<file path="config.mk">
export PLATFORM = sky130hd
export DESIGN_NAME = dpfm_front
export DESIGN_NICKNAME = d
export VERILOG_FILES = /design/src/rtl/dpfm_pkg.sv /design/src/rtl/dpfm_front.sv
export SDC_FILE = /design/constraint.sdc
export NUM_CORES = 1
export LEC_CHECK = 0
export ABC_AREA = 1
export BUFFER_PORTS_ARGS = -buffer_cell sky130_fd_sc_hd__buf_2
export CORE_MARGIN = 3
export CORE_UTILIZATION = 50
export CTS_BUF_LIST = sky130_fd_sc_hd__clkbuf_16
export CTS_CLUSTER_DIAMETER = 80
export DETAILED_ROUTE_END_ITERATION = 16
export PLACE_DENSITY_LB_ADDON = 0.2
export SLEW_MARGIN = 20
export SYNTH_ARGS = -nofsm -noshare
export SYNTH_HDL_FRONTEND = slang
export SYNTH_SLANG_ARGS = --single-unit
</file>
<file path="constraint.sdc">
create_clock -name i_clk -period 3.2 [get_ports i_clk]
set_input_delay 0.16 -clock i_clk [delete_from_list [all_inputs] [get_ports i_clk]]
set_output_delay 0.16 -clock i_clk [all_outputs]
set_load 0.05 [all_outputs]
</file>
<file path="src/rtl/dpfm_pkg.sv">
// shared constants, codes and types for the demand page fault mapper
// used by every module under rtl/ but dpfm_ram, and by the testbench; no dependencies
package dpfm_pkg;

    // default sizing, handed to the top level parameters
    localparam int DEF_WINDOW_BLOCKS = 2;
    localparam int DEF_POOL_FRAMES   = 512;
    localparam int ENTRIES_PER_TABLE = 512;

    // address geometry
    localparam int VA_W        = 39;
    localparam int PA_W        = 40;
    localparam int PAGE_SHIFT  = 12;
    localparam int BLOCK_SHIFT = 21;
    localparam int VPN_W       = VA_W - PAGE_SHIFT;
    localparam int PPN_W       = PA_W - PAGE_SHIFT;

    // result fields
    localparam int STATUS_W = 2;
    localparam int DESC_W   = 55;
    localparam int CNT_W    = 32;

    // descriptor bits around the output address: uxn, pxn above it,
    // af, inner shareable, attr index 1 and page type below it
    localparam logic [DESC_W-PA_W-1:0]  DESC_UPPER = 15'b110_0000_0000_0000;
    localparam logic [PAGE_SHIFT-1:0]   DESC_LOWER = 12'h707;

    // result status codes
    localparam logic [STATUS_W-1:0] STATUS_MAPPED  = 2'd0;
    localparam logic [STATUS_W-1:0] STATUS_PRESENT = 2'd1;
    localparam logic [STATUS_W-1:0] STATUS_OUTSIDE = 2'd2;
    localparam logic [STATUS_W-1:0] STATUS_NOMEM   = 2'd3;

    // apb register map, 8-byte spacing, selected by paddr[3]
    localparam int APB_ADDR_W = 4;
    localparam int APB_DATA_W = 64;
    localparam logic REG_WINDOW_BASE = 1'b0;
    localparam logic REG_POOL_BASE   = 1'b1;
    localparam logic [VA_W-1:0] WINDOW_BASE_RST = 39'h00_8000_0000;

    typedef enum logic [1:0] {
        ST_CLEAR,
        ST_IDLE,
        ST_LOOK
    } t_back_state;

endpackage

</file>
<file path="src/rtl/dpfm_front.sv">
// front end: accepts faulting addresses, checks the demand window, queues items
// depends on dpfm_pkg
module dpfm_front import dpfm_pkg::*; #(
    parameter int WINDOW_BLOCKS = DEF_WINDOW_BLOCKS,
    localparam int WINDOW_PAGES = WINDOW_BLOCKS * ENTRIES_PER_TABLE,
    localparam int IDX_W = $clog2(WINDOW_PAGES),
    localparam int ITEM_W = 1 + VPN_W + IDX_W
) (
    input  logic              i_clk,
    input  logic              i_rst_n,
    input  logic              i_in_valid,
    output logic              o_in_stall,
    input  logic [VA_W-1:0]   i_fault_address,
    input  logic [VA_W-1:0]   i_window_base,
    input  logic              i_hold,
    output logic              o_q_valid,
    output logic [ITEM_W-1:0] o_q_item,
    input  logic              i_q_pop
);

    localparam logic [VA_W-1:0] WIN_BYTES = VA_W'(WINDOW_BLOCKS) << BLOCK_SHIFT;

    logic [ITEM_W-1:0] r_slot [2];
    logic              r_wr_ptr, n_wr_ptr;
    logic              r_rd_ptr, n_rd_ptr;
    logic [1:0]        r_count, n_count;

    logic [VA_W:0]     diff;
    logic              outside;
    logic              push;
    logic [ITEM_W-1:0] item;

    // borrow out of the subtract means the address is below the base
    assign diff    = {1'b0, i_fault_address} - {1'b0, i_window_base};
    assign outside = diff[VA_W] || (diff[VA_W-1:0] >= WIN_BYTES);
    assign item    = {outside, i_fault_address[VA_W-1:PAGE_SHIFT],
                      diff[PAGE_SHIFT +: IDX_W]};

    assign o_in_stall = (r_count == 2'd2) || i_hold;
    assign push       = i_in_valid && !o_in_stall;
    assign o_q_valid  = (r_count != 2'd0);
    assign o_q_item   = r_slot[r_rd_ptr];

    always_comb begin
        n_wr_ptr = r_wr_ptr ^ push;
        n_rd_ptr = r_rd_ptr ^ i_q_pop;
        n_count  = r_count + 2'(push) - 2'(i_q_pop);
    end

    always_ff @(posedge i_clk) begin
        if (!i_rst_n) begin
            r_wr_ptr <= 1'b0;
            r_rd_ptr <= 1'b0;
            r_count  <= 2'd0;
        end else begin
            r_wr_ptr <= n_wr_ptr;
            r_rd_ptr <= n_rd_ptr;
            r_count  <= n_count;
        end
    end

    always_ff @(posedge i_clk) begin
        if (push) begin
            r_slot[r_wr_ptr] <= item;
        end
    end

endmodule

</file>
==> summary.md <==
| Metric | Value |
|---|---|
| Die H | `117 um` |
| Reg2reg end | `r_slot[0][37]$_DFFE_PP_` |
| Min-delay worst type | `input pin to register` |
| Worst-path clk slew | `0.06 ns` |
| Fin crit period | `2.17 ns` |
| Vias in the first global route | `5053` |
| Tot Pwr | `0.00317 W` |
| Vias/cell | `5.01` |
| N_diodes | `0` |
| Final core occ | `0.615` |
| CTS sink cnt | `81` |
| DRC viols | `0` |
| Mapped Area | `a little over 6000 um2` |
| Worst Reg-to-Reg Cells | `5` |
| Post-Syn Nets | `around 930` |
| Worst-Margin Slew | `0.951 ns` |
| Hpwl dp | `roughly 12 mm` |
| Number of synthesized register bits | `81` |
| Final non-filler cell total | `between 1000 and 1500` |
| Mapped Cells | `805` |
| Worst EP arrival | `2.01 ns` |
| Setup TNS | `0 ns` |
| Clock root buffer master | `clkbuf_16` |
| Met2 wire length | `6.59 mm` |
| Final setup viols | `0` |
| Post-CTS sizing | `0` |
| Wire length on met1 | `between 6 and 7 mm` |
| CTS tree | `done` |
| Max Cap Viol | `0` |
| Final hold viol count | `0` |
| Largest net degree at the start of global routing | `39` |
| GRT Total Usage | `0.222` |
| Final WS setup | `1.03 ns` |
| Slew Limit Fails | `0` |
| Crit-path max FO | `38` |
| H-Tree Level Count | `3` |
| Pleak | `3.80 nW` |
| Post-Synthesis Mean Instance Area | `roughly 7.7 um2` |
| RePlAce Congestion | `between 0.9 and 1` |
| CTS Buf Count | `9` |
| Cell variety after synth | `32` |
| ANT nets after route | `0` |
| Starting Density | `0.526` |
| GRT Residual Overflow | `0` |
| Outcome | `finished clean` |
| Crit start category | `register` |
| Rows | `39` |
| Share of post-route cells with drive strength above 1 | `0.235` |
| Post-Place Cells | `about 1100` |
| Area Growth Syn to Fin | `17.0%` |
| Yosys warnings | `0` |
| Worst-Skew Late Latency | `0.35 ns` |
| Pwr dens | `440 nW/um2` |
| Fmax | `461 MHz` |
| Register area share after synthesis | `0.387` |
| Setup slack, reg-to-reg | `1.32 ns` |
| Iter 0 DRT Violations | `341` |
| WL met3 | `955 um` |
| Place WS | `~0.83 ns` |
| Die X | `117 um` |
| Final WL | `14.7 mm` |
| I/O pins | `123` |
| Final nets | `1063` |
| WP data required | `3.04 ns` |
| WL/cell | `13.6 um` |
| Kind of critical path | `register to output port` |
| VDD IR max | `0.000279 V` |
| # hold bufs at CTS | `0` |
| TritonRoute pass-1 iters | `4` |
| First-pass GRT wire length | `23.5 mm` |
| Clk_skew | `just under 0.004 ns` |
| Unrepaired setup endpoints after global routing | `no` |
| Longest Clk Path Bufs | `2` |
| Die ar. | `between 10000 and 15000 um2` |
| I/O Buffers | `122` |
| Slew HR | `0.366` |
| RR Startpoint | `r_count[1]$_SDFF_PN0_` |
| CP endpoint | `o_q_item[37]` |
| Crit end category | `output port` |
| Via count | `5421` |
| Fillers | `about 1100` |
| Post-CTS Setup Inserts | `0` |
| Initial antenna violation count | `0` |
| Core footprint | `11700 um2` |
| Fraction of the cycle the final worst path needs | `0.677` |
| Highest routed layer | `met4` |
==> cell usage after synthesis <==
cell / count / area share
nor3_2: 3 / 0.0049
nor2_1: 66 / 0.040
o21ai_1: 1 / 0.00081
a21oi_1: 30 / 0.024
clkinv_1: 2 / 0.0012
xnor2_1: 3 / 0.0043
nor2_2: 9 / 0.0091
mux2_2: 38 / 0.069
clkbuf_1: 2 / 0.0012
buf_2: 2 / 0.0016
inv_1: 162 / 0.099
xor2_1: 10 / 0.014
o21bai_1: 8 / 0.0098
a21oi_2: 3 / 0.0043
nand3b_1: 4 / 0.0049
a31oi_1: 1 / 0.0010
o21ai_0: 9 / 0.0073
a21o_1: 2 / 0.0024
or2_2: 1 / 0.0010
nand2_4: 1 / 0.0018
nand3_1: 28 / 0.023
inv_2: 4 / 0.0024
fa_1: 1 / 0.0033
ha_1: 43 / 0.087
nor2_4: 3 / 0.0055
nand3_2: 4 / 0.0065
nand4_1: 5 / 0.0051
nand2_1: 263 / 0.16
edfxtp_1: 76 / 0.37
dfxtp_1: 5 / 0.016
nand4_2: 1 / 0.0020
nand2_2: 15 / 0.015
==> report_power, final <==
group	leakage (nW)	internal (W)	total (W)	switching, W
Sequential	0.737	0.00124	0.00127	0.0000330
Combinational	2.93	0.000326	0.00100	0.000676
Clock	0.131	0.000509	0.000901	0.000392
Total	3.80	0.00207	0.00317	0.00110
==> worst max-delay path, cell delays in order (launching register included) <==
cell and delay (ns):
dfxtp_2 0.95, mux2_2 0.46, buf_2 0.22
==> layout by cell type (no fill, tap or decap) <==
cell type and instances:
clkinvlp_4 1, xnor2_1 3, a31oi_1 1, nor2_4 3
dfxtp_1 4, clkbuf_16 9, nor2_1 66, o21bai_1 8
clkinv_2 2, buf_2 122, a21o_1 2, nand3_1 28
ha_1 41, dfxtp_2 1, o21ai_0 9, inv_2 4
nand2_1 263, nor3_2 3, nand3b_1 4, a21oi_2 3
clkinv_1 3, nand2_4 1, a21oi_1 30, xor2_1 10
nor2_2 9, mux2_2 38, o21ai_1 1, buf_4 2
nand4_2 1, ha_2 2, nand4_1 5, or2_2 1
fa_1 1, edfxtp_1 76, inv_1 164, nand2_2 15
nand3_2 4
==> sequential cells by signal, indices dropped and copies added, names as in the netlist, named ones only <==
name      cells
r_slot       76
r_wr_ptr      1
r_rd_ptr      1
r_count       2
==> per-layer routing <==
metal,global-route usage,vias to the layer above
met1,0.292,2448
met2,0.357,158
met4,0.0917,0
met5,0,-
li1,-,2789
met3,0.0463,26
==> through the flow <==
step	instance area [um2]	hold slack, ns
after floorplan	6160	0.253
after global placement	6950	0.367
after detailed placement	6950	0.368
after CTS	7210	0.00920
after global routing	7210	0.0154
final	7210	0.0176
==> area by class of cell <==
class,instances,area (um2),share of cell area
Timing Repair Buffer,124,626,0.0868
Clock buffer,9,225,0.0313
Inverter,168,631,0.0875
Multi-Input combinational cell,552,3130,0.435
Clock inverter,6,28.8,0.00399
Sequential cell,81,2380,0.331
Tap cell,143,179,0.0248
==> cells by family (layout without fill, tap and decap cells) <==
| family | count (synthesis) | in the layout | synth area share |
|---|---|---|---|
| adders and majority gates | 44 | 44 | 0.0906 |
| DFF | 81 | 81 | 0.387 |
| and+or+nand+nor | 403 | 403 | 0.279 |
| buffers and inverters | 172 | 307 | 0.105 |
| xor gates and xnor gates | 13 | 13 | 0.0185 |
| AOI/OAI and AO/OA | 54 | 54 | 0.0500 |
| muxes | 38 | 38 | 0.0695 |
==> how the worst min path moves through the flow <==
stage,startpoint,endpoint,depth (start not counted)
global route,i_fault_address[33],r_slot[1][31]$_DFFE_PP_,1
global placement,i_fault_address[18],r_slot[1][16]$_DFFE_PP_,1
finish,i_fault_address[29],r_slot[0][27]$_DFFE_PP_,1
detailed placement,i_fault_address[22],r_slot[1][20]$_DFFE_PP_,1
CTS,i_fault_address[29],r_slot[0][27]$_DFFE_PP_,1
floorplan,i_rst_n,r_count[0]$_SDFF_PN0_,2
Power figures use the tool's default switching activity.
